**config.mk**
```make
export PLATFORM = sky130hd
export DESIGN_NAME = lpp_sqrt_cell
export DESIGN_NICKNAME = d
export VERILOG_FILES = /design/src/sv/lpp_pkg.sv /design/src/sv/lpp_sqrt_cell.sv
export SDC_FILE = /design/constraint.sdc
export NUM_CORES = 1
export LEC_CHECK = 0
export BUFFER_PORTS_ARGS = -buffer_cell sky130_fd_sc_hd__buf_2
export CAP_MARGIN = 20
export CELL_PAD_IN_SITES_DETAIL_PLACEMENT = 2
export CELL_PAD_IN_SITES_GLOBAL_PLACEMENT = 2
export CORE_ASPECT_RATIO = 1.4
export CORE_MARGIN = 2
export CORE_UTILIZATION = 23
export CTS_CLUSTER_DIAMETER = 120
export CTS_CLUSTER_SIZE = 12
export DETAILED_ROUTE_END_ITERATION = 12
export PLACE_DENSITY_LB_ADDON = 0.12
export SYNTH_ARGS = -nofsm -noshare
export SYNTH_HDL_FRONTEND = slang
export SYNTH_SLANG_ARGS = --single-unit
```
**constraint.sdc**
```tcl
create_clock -name clk -period 3.6 [get_ports clk]
set_input_delay 0.72 -clock clk [delete_from_list [all_inputs] [get_ports clk]]
set_output_delay 0.72 -clock clk [all_outputs]
set_load 0.02 [all_outputs]
```
**src/sv/lpp_pkg.sv**
```systemverilog
// Shared types, constants and the CORDIC angle table for the lidar projection core.
package lpp_pkg;

  localparam int unsigned CordicStagesDef = 20;
  localparam int unsigned CoordW = 20;
  localparam int unsigned AngW = 24;
  localparam int unsigned CordW = 44;
  localparam int unsigned SqW = 41;
  localparam int unsigned RootW = 21;
  localparam logic signed [AngW-1:0] PiQ20 = 24'sd3294199;

  localparam logic [2:0] RegHeight = 3'd0;
  localparam logic [2:0] RegWidth  = 3'd1;
  localparam logic [2:0] RegTop    = 3'd2;
  localparam logic [2:0] RegRows   = 3'd3;
  localparam logic [2:0] RegCols   = 3'd4;

  function automatic logic [AngW-1:0] atan_q20(input int unsigned i);
    logic [AngW-1:0] v;
    case (i)
      0: v = 24'd823550;  1: v = 24'd486170;  2: v = 24'd256879;
      3: v = 24'd130396;  4: v = 24'd65451;   5: v = 24'd32757;
      6: v = 24'd16383;   7: v = 24'd8192;    8: v = 24'd4096;
      9: v = 24'd2048;    10: v = 24'd1024;   11: v = 24'd512;
      12: v = 24'd256;    13: v = 24'd128;    14: v = 24'd64;
      15: v = 24'd32;     16: v = 24'd16;     17: v = 24'd8;
      18: v = 24'd4;      19: v = 24'd2;      20: v = 24'd1;
      default: v = '0;
    endcase
    return v;
  endfunction

  // One CORDIC lane: vector, accumulated angle.
  typedef struct packed {
    logic signed [CordW-1:0] x;
    logic signed [CordW-1:0] y;
    logic signed [AngW-1:0]  ang;
  } cord_t;

  // Point payload carried alongside the computation.
  typedef struct packed {
    logic               ok;
    logic signed [CoordW-1:0] x;
    logic signed [CoordW-1:0] y;
    logic signed [CoordW-1:0] z;
  } side_t;

endpackage

```
**src/sv/lpp_sqrt_cell.sv**
```systemverilog
// One restoring square-root step cell, registered.
module lpp_sqrt_cell #(
  parameter int unsigned STEP = 0
) (
  input  logic                     clk,
  input  logic                     vin,
  input  logic [lpp_pkg::SqW-1:0]  rem_in,
  input  logic [lpp_pkg::RootW-1:0] root_in,
  input  lpp_pkg::side_t           side_in,
  output logic                     vout,
  output logic [lpp_pkg::SqW-1:0]  rem_out,
  output logic [lpp_pkg::RootW-1:0] root_out,
  output lpp_pkg::side_t           side_out,
  input  logic                     rst_n
);
  import lpp_pkg::*;
  localparam int unsigned B = RootW - 1 - STEP;
  logic [SqW+1:0] trial;
  logic [SqW-1:0] rem_nxt;
  logic [RootW-1:0] root_nxt;
  logic vout_r;

  always_comb begin
    trial = ({2'b0, root_in} << (B + 1)) | ({{(SqW+1){1'b0}}, 1'b1} << (2 * B));
    if ({2'b0, rem_in} >= trial) begin
      rem_nxt = rem_in - trial[SqW-1:0];
      root_nxt = root_in | (RootW'(1) << B);
    end else begin
      rem_nxt = rem_in;
      root_nxt = root_in;
    end
  end

  always_ff @(posedge clk) begin
    if (!rst_n) vout_r <= 1'b0;
    else vout_r <= vin;
    rem_out <= rem_nxt;
    root_out <= root_nxt;
    side_out <= side_in;
  end
  assign vout = vout_r;
endmodule

```
Yosys cells after proc, flatten, opt, wreduce, memory -nomap -nowiden:

Index checks and enable logic that the tools add are counted.

* register bits: 124
* input bits: 126
* output and inout port bits: 124
* word-level logic and storage cells: 11

* add/subtract/negate cells: 1
* magnitude comparators: 1
* multiplexer cells: 1

Operator list (number)
* $ge A41 B42 Y1: 1
* $mux W41: 1
* $sub A41 B41 Y41: 1

Longest topological paths before layout:

Gate-level depths: netlist of the first run.

* word-level depth: 2
* gate-level depth with buffers: 11
* depth with buffers taken out: 11

Worst setup path before layout of the first run:

No wires, ideal clock.

* path type: input -> register
* start point: input port rem_in[21] in the netlist's numbering
* end point: register rem_out[35] in the netlist's numbering
* library setup time: 0.121 ns
* arrival: 2.788 ns
* required time: 3.479 ns
* path slack: 0.691 ns
* stages: 11
* buffers on the path: 0
* cell sequence: inv_1 > ha_1 > fa_1 > nor2b_1 > o21ai_0 > a21boi_0 > o21ai_1 > o21ai_0 > a31oi_1 > xnor2_1 > mux2_4

* cells in the longest elaborated chain, start to end: 2
* elaborated cells on any way between the ends: 3
* classes of those cells: 1 x add/sub; 1 x order compare; 1 x mux

Ends and longest elaborated chain
* from (decl): line lpp_sqrt_cell.sv:7 `input logic [lpp_pkg::SqW-1:0] rem_in,`
* $sub A41 B41 Y41 / $ge A41 B42 Y1 (equally long branches): line lpp_sqrt_cell.sv:26, lpp_sqrt_cell.sv:25
* $mux W41 *: line lpp_sqrt_cell.sv:25 `if ({2'b0, rem_in} >= trial) begin`
* via rem_nxt[35]: line lpp_sqrt_cell.sv:19 `logic [SqW-1:0] rem_nxt;`
* to (signal assigned): line lpp_sqrt_cell.sv:37 `rem_out <= rem_nxt;`
* to (decl): line lpp_sqrt_cell.sv:11 `output logic [lpp_pkg::SqW-1:0] rem_out,`

The timed path passes the listed nets; every way through them passes the cells marked *.
A chain may end at the register's enable or synchronous reset.

Worst setup path in the final report of the first run:

* start point: input port rem_in[21] in the netlist's numbering
* end point: register rem_out[33] in the netlist's numbering

Same word-level chain as after synthesis.

==> metrics, run 1 <==
Critical Path RT=3.89 ns; CTS clock-pin slew for the worst setup and hold paths=0.06 ns; Syn Std Cell Area=3740 um2; Setup violations, final=0; Final ANT Viol Nets=0; status=completed; Comb pwr share=roughly an eighth; vias in the first global route=approximately 3,600; initial antenna violation count=2; dpl hpwl=11.2 mm; EDFF count, synth=0; RSZ-0062 raised after global routing=no; number of CTS-inserted buffers=17; vias per cell=4.15; most frequent cells in the layout=buf_2 (249), dfxtp_1 (124), inv_1 (23); cell internal pwr=2690 uW; Post-Route WL=13.6 mm; Cells after DPL=between 700 and 800; Core Util, Final=36.3%; share of cells above drive strength 1=50.9%; crit path DAT=between 3 and 4 ns; met1 Usage GRT=15.5%; DIE HEIGHT=roughly 150 um; fmax=0.348 GHz; Tcrit/Tclk final=79.8%; syn nets=around 450; max_cap viols=0; overall fraction of global-route tracks in use=15.6%; die area=approximately 17,000 um2; Net Switching=984 uW; Place WS=0.288 ns; Synth Flop Type=dfxtp_1; met2 Use GR=29.0%; 1st-iter DRT viols=86; GRT Residual Overflow=0; setup ws final=around 0.73 ns; Post-CTS Resized=0; Initial Utilization=between 20% and 30%; nets=715; Hold EP=side_out[11]; Finished Layout Cells=between 700 and 800; crit path time final=2.87 ns; switch share=26.8%; hold path depth=1; GR peak layer=met2; Area Growth Syn to Fin=55.7%; via count=3,243; met3 usage=under 10%; Synth async-reset ratio=0%; most common cell after layout, fill and taps aside=buf_2; Setup crit end kind=register; Unique masters post-synth=45; Seq/Total Area, Yosys=between 60% and 70%; clk sink count=124; Max Fanout on Critical Path=4; Hold Fails Final Rpt=0; Post-CTS Setup Inserts=0; power per cell area=between 600 and 700 nW/um2; Worst Tran Pin Value=0.423 ns; Lkg Pwr=0.00295 uW; worst setup path class=in2reg; hold path startpoint=side_in[11]; Setup TNS=0 ns; Max transition margin=71.5%; mean routed wirelength per cell=around 17 um; Clock power frac=between 40% and 50%; number of remaining DRC errors=0; clk buf depth=2; Synth Warn #=0; hold_ws=0.411 ns; worst hold-check path type=in2reg; largest net degree at the start of global routing=20; core box area=16,000 um2; root buf cell=clkbuf_16; Chip Width=between 100 and 150 um; pins over their slew limit=0; Std-Cell Rows=55; TritonRoute pass-1 iters=3; CTS tree=built; syn_area_per_cell=about 12 um2; Max rail drop VDD=0.000411 V; Sequential Power Share=40.2%; CP Launch Type=input port; hold buffer count at CTS=0; Yosys reg bits=124; # IOs=between 200 and 300; first-pass GRT wire length=a little over 20 mm; PortBufs=around 250; Synth Instances=301; gpl congestion=0.756; CTS H-tree depth=4
kinds of logic after synthesis:
group	count (synthesis)	synth area share, %
compound gates	55	10.2
buf+inv	26	3.01
fa+ha+maj	20	6.89
simple gates	53	7.46
xor+xnor	16	3.74
flops	124	66.3
mux	7	2.37
critical path, cell delays in order:
cell and delay [ns]:
buf_2 0.09, inv_1 0.04, ha_1 0.23, fa_1 0.42, nor2b_1 0.14, o21ai_0 0.11, a21boi_0 0.33, o21ai_1 0.21
o21ai_0 0.22, buf_4 0.15, a31oi_1 0.09, xnor2_1 0.14, mux2_2 0.26
routing by layer:
metal | vias to the layer above | part of all wire (%)
met5 | - | 0
li1 | 1564 | -
met4 | 0 | 1.1
met3 | 10 | 9.7
met2 | 163 | 54
met1 | 1506 | 35
sequential cells by signal, summed over array words and instances, names as in the netlist:
| signal | flops |
|---|---|
| rem_out | 41 |
| root_out | 21 |
| side_out | 61 |
| vout | 1 |
Yosys cell counts (all sizes together), types with 3 or more instances:
library cell | number | share of area [%]
dfxtp | 124 | 66
inv | 23 | 2.3
ha | 19 | 6.4
a21oi | 18 | 2.5
nor2 | 17 | 1.7
xnor2 | 11 | 2.6
a21o | 9 | 1.8
nand2 | 7 | 0.77
o21ai | 7 | 0.94
mux2 | 6 | 2.1
nor2b | 5 | 0.84
nor4 | 5 | 0.84
xor2 | 5 | 1.2
a31oi | 4 | 0.67
and3 | 4 | 0.67
o21a | 4 | 0.80
nand3 | 3 | 0.40
nand4 | 3 | 0.50
power groups by stage:
stage / Combinational, uW / Clock (uW) / Sequential [uW]
after global placement: 491 / 0 / 1510
final: 487 / 1710 / 1480
after detailed placement: 498 / 0 / 1510
after floorplan: 170 / 0 / 1620
after CTS: 501 / 1770 / 1480
after global routing: 535 / 1830 / 1490
how the worst max path moves through the flow:
stage	from	end
after global routing	rem_in[21]	rem_out[35]
after global placement	rem_in[21]	rem_out[35]
after CTS	rem_in[21]	rem_out[33]
after detailed placement	rem_in[21]	rem_out[35]
final	rem_in[21]	rem_out[33]
after floorplan	rem_in[21]	rem_out[35]
stage by stage:
stage / power, uW / instance area [um2]
3_5_place_dp: 2010 / 5230
4_1_cts: 3750 / 5820
2_1_floorplan: 1790 / 3740
3_3_place_gp: 2000 / 5230
5_1_grt: 3850 / 5830
6_report: 3680 / 5830
cell type report:
type / instances / area, um2
fill: 1760 / 10200
sequential: 124 / 2480
timing repair buffer: 252 / 1270
multi-input combinational: 151 / 1150
clock buffer: 18 / 429
tap: 199 / 249
clock inverter: 14 / 160
inverter: 23 / 86.3
antenna: 1 / 2.50
(Power assumes the default switching activity.)
==> inputs of run 2 (changes only) <==
--- a/config.mk
+++ b/config.mk
@@ -11,7 +11,7 @@
 export CELL_PAD_IN_SITES_GLOBAL_PLACEMENT = 2
 export CORE_ASPECT_RATIO = 1.4
 export CORE_MARGIN = 2
-export CORE_UTILIZATION = 23
+export CORE_UTILIZATION = 21
 export CTS_CLUSTER_DIAMETER = 120
 export CTS_CLUSTER_SIZE = 12
 export DETAILED_ROUTE_END_ITERATION = 12
==> constraint.sdc (replaced) <==
create_clock -name clk -period 2.4 [get_ports clk]
set_input_delay 0.48 -clock clk [delete_from_list [all_inputs] [get_ports clk]]
set_output_delay 0.48 -clock clk [all_outputs]
set_load 0.02 [all_outputs]
==> run 2 against run 1 <==
Routed wire length rose by 6.2%. Clock power rose by 57%. Global-route usage fell by 0.43 points. Worst setup slack got worse by 0.68 ns. Utilization rose by 0.68 points. Largest power group unchanged. Via count rose by 7.2%. Largest cell class unchanged. Highest routed layer is now met5. Sequential share of layout area fell by 4.1 points.
==> metrics, run 2 (synthesis gave the netlist of run 1 again) <==
CTS H-tree depth=4 (unchanged); TritonRoute pass-1 iters=2 (-1); Hold Fails Final Rpt=0 (unchanged); worst hold-check path type=in2reg; hold path depth=1 (unchanged); RSZ-0062 raised after global routing=no; hold path startpoint=side_in[1]; Tcrit/Tclk final=98.1%; DIE HEIGHT=162 um (+4.5%); dpl hpwl=12.0 mm (+6.7%); vias in the first global route=3,847 (+7.1%); 1st-iter DRT viols=67 (-22%); die area=18,900 um2 (+9.2%); Storage cell area=2480 um2 (unchanged); first-pass GRT wire length=20.9 mm (+2.7%); crit path DAT=2.66 ns (-0.50 ns); Post-Route WL=14.4 mm (+6.2%); CP Launch Type=input port; clk sink count=124 (unchanged); initial antenna violation count=4 (+2); pins over their slew limit=0 (unchanged); Lkg Pwr=0.00324 uW (+9.8%); nets=765 (+7.0%); crit path time final=2.35 ns; number of remaining DRC errors=0 (unchanged); gpl congestion=0.687 (-9.1%); overall fraction of global-route tracks in use=15.2% (-0.43 points); worst setup path class=in2reg; share of cells above drive strength 1=58.2% (+7.4 points); Hold EP=side_out[1]; root buf cell=clkbuf_16; Std-Cell Rows=57 (+3.6%); Max Fanout on Critical Path=19 (+15); Final ANT Viol Nets=0 (unchanged); CTS clock-pin slew for the worst setup and hold paths=0.06 ns (about the same); Largest regs=side_out (61), rem_out (41), root_out (21); most common cell after layout, fill and taps aside=buf_2; most frequent cells in the layout=buf_2 (248), dfxtp_1 (124), buf_4 (52); Max transition margin=77.8% (+6.2 points); footprint of the multi-input gates=1270 um2 (+11%); status=completed; Critical Path RT=2.71 ns (-1.18 ns); Area Growth Syn to Fin=72.1%; CTS tree=built; core box area=17,400 um2 (+8.5%); max_cap viols=0 (unchanged); Cells after DPL=834 (+11%); Worst Tran Pin Value=0.331 ns (-0.0927 ns); PortBufs=249 (unchanged); fmax=between 0.4 and 0.5 GHz; number of CTS-inserted buffers=17 (unchanged); mean routed wirelength per cell=16.5 um (-4.7%); # fillers=1,956 (+11%); Chip Width=117 um (+4.5%); largest net degree at the start of global routing=20 (unchanged); Initial Utilization=21.5% (-1.8 points); Finished Layout Cells=871 (+11%); power per cell area=895 nW/um2 (+42%); Setup TNS=0 ns (unchanged); Setup crit end kind=register; via count=3,478 (+7.2%); Setup violations, final=0 (unchanged); Core Util, Final=37.0% (+0.68 points); Max rail drop VDD=0.000354 V (-14%); # IOs=250 (unchanged); CP startpoint=root_in[1]; Top reg by flops=side_out; GRT Residual Overflow=0 (unchanged); number of flip-flops in the largest register=61 (unchanged); clk buf depth=2 (unchanged); vias per cell=3.99 (-3.7%)
run 2: how the worst max path moves through the flow:
stage | endpoint | slack, ns | depth (start not counted)
final | rem_out[35] | 0.05 | 11
after global routing | rem_out[37] | 0.003 | 12
after CTS | rem_out[37] | 0.03 | 11
after detailed placement | rem_out[28] | -0.49 | 11
after global placement | rem_out[28] | -0.42 | 11
after floorplan | rem_out[35] | -0.13 | 10
run 2: metrics by stage:
stage / hold slack (ns) / cell area [um2] / setup WS (ns) / total power, uW
floorplan: 0.508 / 3840 / -0.129 / 2710
global placement: 0.582 / 5750 / -0.418 / 3110
detailed placement: 0.584 / 5750 / -0.489 / 3130
CTS: 0.130 / 6380 / 0.0285 / 5880
global route: 0.133 / 6440 / 0.00332 / 6040
finish: 0.164 / 6440 / 0.0454 / 5760
run 2: final cells by class:
type / instances / share of cell area, %
antenna: 3 / 0.117
clock buffer: 18 / 6.82
clock inverter: 14 / 2.86
inverter: 23 / 1.53
multi-input combinational: 151 / 19.8
sequential: 124 / 38.5
tap: 236 / 4.59
timing repair buffer: 302 / 25.8
run 2: power by group:
part | switching [uW] | internal (uW) | total [uW]
clock network | 992 | 1680 | 2680
logic | 478 | 393 | 871
registers | 31.1 | 2190 | 2220
run 2: repair_timing:
item,4_1_cts,5_1_grt
setup buffers,0,2
gates cloned,0,0
resized for setup,1,8
endpoints found under the setup margin,3,10
pin swaps,0,2
hold buffers,0,0
run 2: per-layer routing:
metal  global-route usage [%]  up-vias  wire [um]
met3                     6.38       22       1470
met1                     12.4     1619       4520
met2                     30.3      166       8120
met5                        0        -         17
li1                         -     1669          -
met4                     6.42        2        267
run 2: worst max-delay path, cell delays in order:
cell	delay [ns]
clkbuf_4	0.16
inv_12	0.03
ha_4	0.23
nor2b_4	0.13
o2111ai_4	0.21
or3b_4	0.42
a31o_4	0.25
o2111ai_2	0.18
nand2_2	0.10
buf_12	0.16
mux2_4	0.29
