### config.mk
export PLATFORM = sky130hd
export DESIGN_NAME = lpp_cordic_cell
export DESIGN_NICKNAME = d
export VERILOG_FILES = /design/src/sv/lpp_pkg.sv /design/src/sv/lpp_cordic_cell.sv
export SDC_FILE = /design/constraint.sdc
export NUM_CORES = 1
export LEC_CHECK = 0
export BUFFER_PORTS_ARGS = -buffer_cell sky130_fd_sc_hd__buf_2
export CAP_MARGIN = 10
export CORE_AREA = 4 4 222 224
export DETAILED_ROUTE_END_ITERATION = 10
export DIE_AREA = 0 0 226 228
export PLACE_DENSITY = 0.84
export SLEW_MARGIN = 20
export SYNTH_ARGS = -nofsm -noshare
export SYNTH_HDL_FRONTEND = slang
export SYNTH_SLANG_ARGS = --single-unit
### constraint.sdc
create_clock -name clk -period 4.4 [get_ports clk]
set_input_delay 0.22 -clock clk [delete_from_list [all_inputs] [get_ports clk]]
set_output_delay 0.22 -clock clk [all_outputs]
set_load 0.03 [all_outputs]
### src/sv/lpp_pkg.sv
// Shared types, constants and the CORDIC angle table for the lidar projection core.
package lpp_pkg;

  localparam int unsigned CordicStagesDef = 20;
  localparam int unsigned CoordW = 20;
  localparam int unsigned AngW = 24;
  localparam int unsigned CordW = 44;
  localparam int unsigned SqW = 41;
  localparam int unsigned RootW = 21;
  localparam logic signed [AngW-1:0] PiQ20 = 24'sd3294199;

  localparam logic [2:0] RegHeight = 3'd0;
  localparam logic [2:0] RegWidth  = 3'd1;
  localparam logic [2:0] RegTop    = 3'd2;
  localparam logic [2:0] RegRows   = 3'd3;
  localparam logic [2:0] RegCols   = 3'd4;

  function automatic logic [AngW-1:0] atan_q20(input int unsigned i);
    logic [AngW-1:0] v;
    case (i)
      0: v = 24'd823550;  1: v = 24'd486170;  2: v = 24'd256879;
      3: v = 24'd130396;  4: v = 24'd65451;   5: v = 24'd32757;
      6: v = 24'd16383;   7: v = 24'd8192;    8: v = 24'd4096;
      9: v = 24'd2048;    10: v = 24'd1024;   11: v = 24'd512;
      12: v = 24'd256;    13: v = 24'd128;    14: v = 24'd64;
      15: v = 24'd32;     16: v = 24'd16;     17: v = 24'd8;
      18: v = 24'd4;      19: v = 24'd2;      20: v = 24'd1;
      default: v = '0;
    endcase
    return v;
  endfunction

  // One CORDIC lane: vector, accumulated angle.
  typedef struct packed {
    logic signed [CordW-1:0] x;
    logic signed [CordW-1:0] y;
    logic signed [AngW-1:0]  ang;
  } cord_t;

  // Point payload carried alongside the computation.
  typedef struct packed {
    logic               ok;
    logic signed [CoordW-1:0] x;
    logic signed [CoordW-1:0] y;
    logic signed [CoordW-1:0] z;
  } side_t;

endpackage

### src/sv/lpp_cordic_cell.sv
// One CORDIC vectoring micro-rotation cell for two lanes, registered.
module lpp_cordic_cell #(
  parameter int unsigned STEP = 0
) (
  input  logic          clk,
  input  logic          rst_n,
  input  logic          vin,
  input  lpp_pkg::cord_t a_in,
  input  lpp_pkg::cord_t b_in,
  input  lpp_pkg::side_t side_in,
  output logic          vout,
  output lpp_pkg::cord_t a_out,
  output lpp_pkg::cord_t b_out,
  output lpp_pkg::side_t side_out
);
  import lpp_pkg::*;
  logic vout_r;

  function automatic cord_t rot(input cord_t c);
    cord_t o;
    logic signed [AngW-1:0] t;
    t = atan_q20(STEP);
    if (c.y >= 0) begin
      o.x = c.x + (c.y >>> STEP);
      o.y = c.y - (c.x >>> STEP);
      o.ang = c.ang + t;
    end else begin
      o.x = c.x - (c.y >>> STEP);
      o.y = c.y + (c.x >>> STEP);
      o.ang = c.ang - t;
    end
    return o;
  endfunction

  always_ff @(posedge clk) begin
    if (!rst_n) vout_r <= 1'b0;
    else vout_r <= vin;
    a_out <= rot(a_in);
    b_out <= rot(b_in);
    side_out <= side_in;
  end
  assign vout = vout_r;
endmodule

Yosys cells after proc, flatten, opt, wreduce, memory -nomap -nowiden:

Cells that the tools add are included.

* output and inout bits: 286
* latch bits: 0
* register bits: 286
* word-level logic and storage cells: 25
* memory bits (writable): 0
* input bits: 288
* memories: 0
* ROM bits: 0

* $lt $le $gt $ge: 2
* equality and inequality tests: 0
* add/sub/neg operators: 10
* bitwise gates (word level): 0
* multiplexer cells: 2
* shift-type cells: 0
* multipliers: 0
* div/mod/pow operators: 0
* reductions and logical operators: 0

Operators by type and width (count)
* 2-to-1 mux 112 bit: 2
* subtractor 44 bit: 4
* adder 44 bit: 2
* greater-or-equal comparator 44 x 1 -> 1 bit, second input constant: 2
* adder 24 x 21 -> 24 bit, second input constant: 2
* subtractor 24 x 21 -> 24 bit, second input constant: 2

Depth between registers and ports, before layout:

Gate-level depths: netlist (run 1).

* depth in word-level cells: 2
* gate-level depth with buffers: 16
* depth with buffers taken out: 13

Least setup slack after synthesis (run 1):

Ideal clock, no wire load.

* kind: input-to-reg
* start point: input port b_in[67] (netlist bit)
* end point: register b_out[23] (netlist bit)
* buffers on the path: 4
* setup time: 127 ps
* path slack: 622 ps
* data required time: 4273 ps
* data arrival time: 3652 ps
* stages on the path: 15
* path through: clkbuf_1 -> clkbuf_1 -> clkbuf_1 -> buf_1 -> xnor2_1 -> ha_1 -> o221a_2 -> o21a_1 -> o21ai_2 -> a21oi_1 -> nand2b_1 -> a31o_2 -> a221o_1 -> and4_1 -> or3_1

* longest elaborated chain between the ends: 2

RTL lines
* start: declaration: line lpp_cordic_cell.sv:9 `input lpp_pkg::cord_t b_in,`
* greater-or-equal comparator 44 x 1 -> 1 bit: line lpp_cordic_cell.sv:23 `if (c.y >= 0) begin`
* 2-to-1 mux 112 bit: line lpp_cordic_cell.sv:23
* end signal: assignment: line lpp_cordic_cell.sv:39 `b_out <= rot(b_in);`
* end: declaration: line lpp_cordic_cell.sv:13 `output lpp_pkg::cord_t b_out,`

No other way between the ends.
A chain may end at the register's enable or synchronous reset.

Final worst setup path (run 1):

* start point: input port a_in[68] (netlist bit)
* end point: register a_out[56] (netlist bit)

* longest elaborated chain between the ends: 2
* elaborated cells on any way between the ends: 3
* those cells by class: 2 x add/sub; 1 x mux

RTL lines
* start: declaration: line lpp_cordic_cell.sv:8 `input lpp_pkg::cord_t a_in,`
* adder 44 bit or subtractor 44 bit (tied branches): line lpp_cordic_cell.sv:29, lpp_cordic_cell.sv:25
* 2-to-1 mux 112 bit *: line lpp_cordic_cell.sv:23
* end signal: assignment: line lpp_cordic_cell.sv:38 `a_out <= rot(a_in);`
* end: declaration: line lpp_cordic_cell.sv:12 `output lpp_pkg::cord_t a_out,`

Every way passes the cells marked *; elsewhere a longest branch is shown, timed or not.

==> impl_metrics.tcl, run 1 <==
set metrics [dict create \
    grt_use_met2_pct 50.9 \
    track_usage_pct 32.1 \
    worst_setup_path_end_kind "flop" \
    syn_inst 2934 \
    grt_overflow 0 \
    fin_util_pct 60.1 \
    ant_nets 0 \
    drive_gt1_share_pct 20.4 \
    cap_violations 0 \
    start_util_pct 48.4 \
    synth_ff_type "dfxtp_1" \
    path_class "in -> reg" \
    totalNegativeSetupSlack_ns 0 \
    cts_resized 0 \
    status "completed" \
    final-seq-area_um2 5690 \
    hp-class "in -> reg" \
    cp.required_ns 4.87 \
    yosysSeqAreaShare_pct 24.8 \
    maxSlewHeadroom_pct 21.5 \
    seq_power_share_pct 29.4 \
    syn-num-nets 3506 \
    ios 574 \
    max_freq_mhz 264 \
    drt_iter0_drc 2856 \
    whs_ns 0.0346 \
    drtPass1Iterations 7 \
    switching_power_mw 4.53 \
    drc_errors 0 \
    finish.instance_area_um2 28400 \
    combPwrFrac_pct 40.5 \
    p_per_area_nw_per_um2 391 \
    period_share_pct 86.1 \
    synth_seq_cells 284 \
    fin_crit_ns 3.79 \
    wl_per_cell_um 21.2 \
    grt_pass1_vias 23481 \
    antenna_found_initial 32 \
    num_vias 24863 \
    core_um2 47300 \
    internal-power_mw 6.59 \
    syn2layout_area_growth_pct 24.0 \
    setup_viol 0 \
    nNetsFinal 4086 \
    tightest_slew_ns 1.18 \
    cts.htree.levels 2 \
    layout_commonest_cell "buf_2" \
    n_fill_cell 4159 \
    ys_types 88 \
    synth-edff-count 0 \
    syn_area_um2 22900 \
    synth_warnings 0 \
    row_count 80 \
    p_leak_nw 13.4 \
    grt_pass1_wl_um 133000 \
    cts_tree "yes" \
    grt_use_met3_pct 8.22 \
    io_buffers 573 \
    root_buffer "clkbuf_16" \
    total_power_mw 11.1 \
    syn_area_per_cell_um2 7.82 \
    viasPerCell 5.94 \
    dieArea_um2 51500 \
    place_congestion 1.05 \
    clockPowerShare_pct 30.1 \
    arrival_ns 4.26 \
    grt_max_degree 108 \
    sw_frac_of_total_pct 40.8 \
    multiInputGateArea_um2 15600 \
    grt_busiest_layer "met2" \
    met1_usage_pct 39.5 \
    vdd_drop_max_v 0.000360 \
    cts_inserted_buffers 36 \
    dieWidth_um 226 \
    clockBufferDepth 3 \
    clkTransAtPathRegs_ns 0.06 \
    die_height_um 228 \
    place_area_um2 26200 \
    cp-start-kind "primary input" \
    layout_common_cells "571 x buf_2, 350 x a21oi_1, 284 x dfxtp_1" \
    drv_slew 0 \
    final_hold_viol_count 0 \
    rsz0062_at_grt "false" \
    cp_max_fo 5 \
    synthArstFlopShare_pct 0 \
    wirelength_um 88800 \
    cts_sinks 284 \
    hpwl_um 69100 \
]
==> worst paths after layout <==
check	slack, ns	endpoint	startpoint	cells after the start
hold / removal	0.03	a_out[17]	a_in[17]	3
setup / recovery	0.61	a_out[56]	a_in[68]	13
==> cells in the mapped netlist (15+ instances only) <==
library cell    n  area (um^2)
o21a_1         31          233
inv_1         273         1020
o21ai_0       191          956
o21bai_1       76          571
o22ai_1        17          106
nand2_1       175          657
buf_2          18         90.1
nor2_1        206          773
xnor2_1       176         1540
nor2b_1        31          194
xor2_1         42          368
o31ai_1        28          210
a221o_1        15          150
nand3_1        43          215
a211oi_1       34          255
clkbuf_1       89          334
nor4_1         16          100
mux2i_1        48          480
a21o_1         47          353
ha_1          278         3480
a31oi_1        33          206
nand4_1        28          175
nand2b_1       32          200
o211ai_1       20          150
buf_1          27          101
nor3_1         63          315
a21oi_1       350         1750
dfxtp_1       284         5690
==> stage by stage <==
step           std cells  worst slack (ns)
6_report            4187             0.613
3_3_place_gp        4005             0.654
5_1_grt             4181             0.462
4_1_cts             4157             0.667
2_1_floorplan       2934             0.622
3_5_place_dp        4005             0.563
==> power groups by stage <==
stage                     clock (mW)  sequential, mW  combinational (mW)
after detailed placement           0            3.31                4.33
after floorplan                    0            4.26                1.94
after CTS                       3.39            3.26                4.43
after global routing            3.50            3.30                4.78
after global placement             0            3.31                4.31
final                           3.34            3.27                4.51
==> flip-flops by register name, indices dropped and copies added, names as in the netlist <==
signal and count:
a_out 111, vout 1, side_out 61, b_out 111
==> kinds of logic (layout without fill, tap and decap cells) <==
kind of cell,count (synthesis),after routing,share of synthesized area [%]
buf+inv,434,1042,7.37
flops,284,284,24.8
simple gates,667,667,13.8
mux,51,51,2.24
xor+xnor,218,218,8.33
compound gates,996,996,27.8
fa+ha+maj,284,284,15.7
other cells,0,30,0
==> metal layers <==
metal  vias to the layer above  wire length [um]
met5                         -                79
met4                        10              5820
met3                       346              9500
met2                      1598             39500
met1                     11437             33900
li1                      11472                 -
==> layout make-up <==
cell class | count | share of cell area (%)
Tap cell | 615 | 2.71
Multi-Input combinational cell | 2216 | 54.7
Sequential cell | 284 | 20.0
Timing Repair Buffer | 684 | 13.8
Inverter | 292 | 3.85
Clock buffer | 46 | 3.55
Antenna cell | 30 | 0.264
Clock inverter | 20 | 1.16
==> repair_timing <==
action,in CTS,in global routing
setup buffers,0,0
hold buffers,86,0
endpoints found under the hold margin,89,0
==> worst max-delay path, stage by stage <==
cell	delay, ns
dlygate4sd3_1	0.56
buf_2	0.14
ha_1	0.22
fa_1	0.25
and4b_1	0.23
a2111oi_0	0.76
o221ai_1	0.36
a31oi_1	0.37
o21ai_1	0.14
a221o_1	0.42
a211oi_1	0.30
a31oi_1	0.09
xnor2_1	0.19
Note: power is estimated with default switching activity, not from simulation.
==> run 2: changes to the inputs <==
Settings changed: CTS_BUF_LIST set to sky130_fd_sc_hd__clkbuf_8, SLEW_MARGIN 20 to 25.
==> run 2 against run 1 <==
Hold slack improved by 0.038 ns. Worst setup slack worse by 0.084 ns. Clock-buffer cell count grew 19. Highest routed layer unchanged. Via count up 1.3%.
==> impl_metrics.tcl, run 2 (same netlist as run 1, synthesis figures left out) <==
set metrics [dict create \
    dr_wl_met3_um 9750 \
    hpwl_um 69100 \
    place_congestion 1.05 \
    die_height_um 228 \
    cts_resized 0 \
    cp.required_ns 5.01 \
    tightest_slew_ns 0.862 \
    grt_overflow 0 \
    clkTransAtPathRegs_ns 0.07 \
    track_usage_pct 32.6 \
    drv_slew 0 \
    drive_gt1_share_pct 20.5 \
    vdd_drop_max_v 0.000333 \
    maxSlewHeadroom_pct 42.6 \
    place_area_um2 26200 \
    layout_commonest_cell "buf_2" \
    syn2layout_area_growth_pct 24.5 \
    finish.instance_area_um2 28500 \
    io_buffers 573 \
    final-seq-area_um2 5690 \
    arrival_ns 4.48 \
    wl_met1_um 34100 \
    wl_met2_um 40000 \
    fin_crit_ns 3.87 \
    cts_tree "yes" \
    core_um2 47300 \
    critical_path.endpoint "a_out[23]" \
    whs_ns 0.0725 \
    grt_pass1_vias 23813 \
    p_per_area_nw_per_um2 367 \
    final.setup.worst_slack_ns 0.530 \
    highest_layer "met5" \
    worst_setup_path_end_kind "flop" \
    cts.htree.levels 2 \
    viasPerCell 5.93 \
    num_vias 25178 \
    cap_violations 0 \
    grt_pass1_wl_um 135000 \
    cp_max_fo 26 \
    wl_per_cell_um 21.2 \
    antenna_found_initial 30 \
    period_share_pct 88.0 \
    n_fill_cell 4144 \
    drtPass1Iterations 6 \
    wirelength_um 90000 \
    layout_common_cells "571 x buf_2, 350 x a21oi_1, 284 x dfxtp_1" \
    rsz0062_at_grt "false" \
    final_hold_viol_count 0 \
    nNetsFinal 4139 \
    setup_viol 0 \
    clockBufferDepth 3 \
    drc_errors 0 \
    ant_nets 0 \
    cp-start-kind "primary input" \
    start_util_pct 48.4 \
    place_ws_ns 0.563 \
    status "completed" \
    ios 574 \
    drt_iter0_drc 3081 \
    largest_registers "a_out (111), b_out (111), side_out (61)" \
    root_buffer "clkbuf_8" \
    cts_inserted_buffers 52 \
    dieWidth_um 226 \
    max_freq_mhz 258 \
    cts_sinks 284 \
    crit_start "a_in[67]" \
    totalNegativeSetupSlack_ns 0 \
    grt_max_degree 108 \
    path_class "in -> reg" \
    dieArea_um2 51500 \
    multiInputGateArea_um2 15600 \
    row_count 80 \
    hp-class "in -> reg" \
    p_leak_nw 13.5 \
]
==> run 2: cell count changes in the layout (fill, tap and decap cells not counted), sizes merged <==
cell and change:
bufinv -6, clkinvlp +3, inv +6, clkbuf +19, dlygate4sd3 +37, diode -4
clkinv +6
==> run 2: through the flow <==
| step | instances | total power [mW] | util [%] |
|---|---|---|---|
| after floorplan | 2934 | 6.21 | - |
| after global placement | 4005 | 7.62 | 55.3 |
| after detailed placement | 4005 | 7.64 | 55.3 |
| after CTS | 4222 | 10.4 | 60.1 |
| after global routing | 4244 | 10.9 | 60.3 |
| final | 4248 | 10.5 | 60.3 |
==> run 2: how the worst min path moves through the flow <==
| stage | slack (ns) | depth (start not counted) | from | endpoint |
|---|---|---|---|---|
| finish | 0.07 | 4 | b_in[14] | b_out[14] |
| global route | 0.07 | 4 | b_in[14] | b_out[14] |
| CTS | 0.009 | 4 | b_in[14] | b_out[14] |
| detailed placement | 0.32 | 1 | side_in[17] | side_out[17] |
| global placement | 0.32 | 1 | side_in[6] | side_out[6] |
| floorplan | 0.25 | 0 | a_in[0] | a_out[0] |
==> run 2: layout make-up <==
class	count	share of cell area [%]
sequential	284	19.9
tap	615	2.70
clock inverter	29	0.636
multi-input combinational	2216	54.5
inverter	292	3.84
timing repair buffer	721	15.0
clock buffer	65	3.13
antenna	26	0.228
==> run 2: metal layers <==
layer  GRT usage (%)  vias up
li1                -    11595
met1            39.6    11549
met2            51.8     1643
met3            8.61      379
met4            19.3       12
met5               0        -
==> run 2: what timing repair did <==
action	4_1_cts	5_1_grt
hold buffers	123	0
buffers inserted	0	0
hold endpoints to repair	115	0
==> run 2: worst max-delay path, stage by stage <==
cell	delay, ns
dlygate4sd3_1	0.55
buf_4	0.29
inv_2	0.25
ha_1	0.47
a211o_1	0.34
a21oi_1	0.24
o21ai_0	0.15
o22ai_1	0.19
a211oi_1	0.13
a211oi_1	0.31
o21bai_1	0.14
a21oi_1	0.21
mux2i_1	0.25
xor2_1	0.15
dlygate4sd3_1	0.57
==> run 2: where the power goes <==
| group | leakage [nW] | total, mW | switching (mW) | internal (mW) |
|---|---|---|---|---|
| sequential | 2.40 | 3.28 | 0.203 | 3.07 |
| clock | 0.595 | 2.65 | 1.25 | 1.40 |
| combinational | 10.5 | 4.56 | 3.07 | 1.48 |
| total | 13.5 | 10.5 | 4.52 | 5.96 |
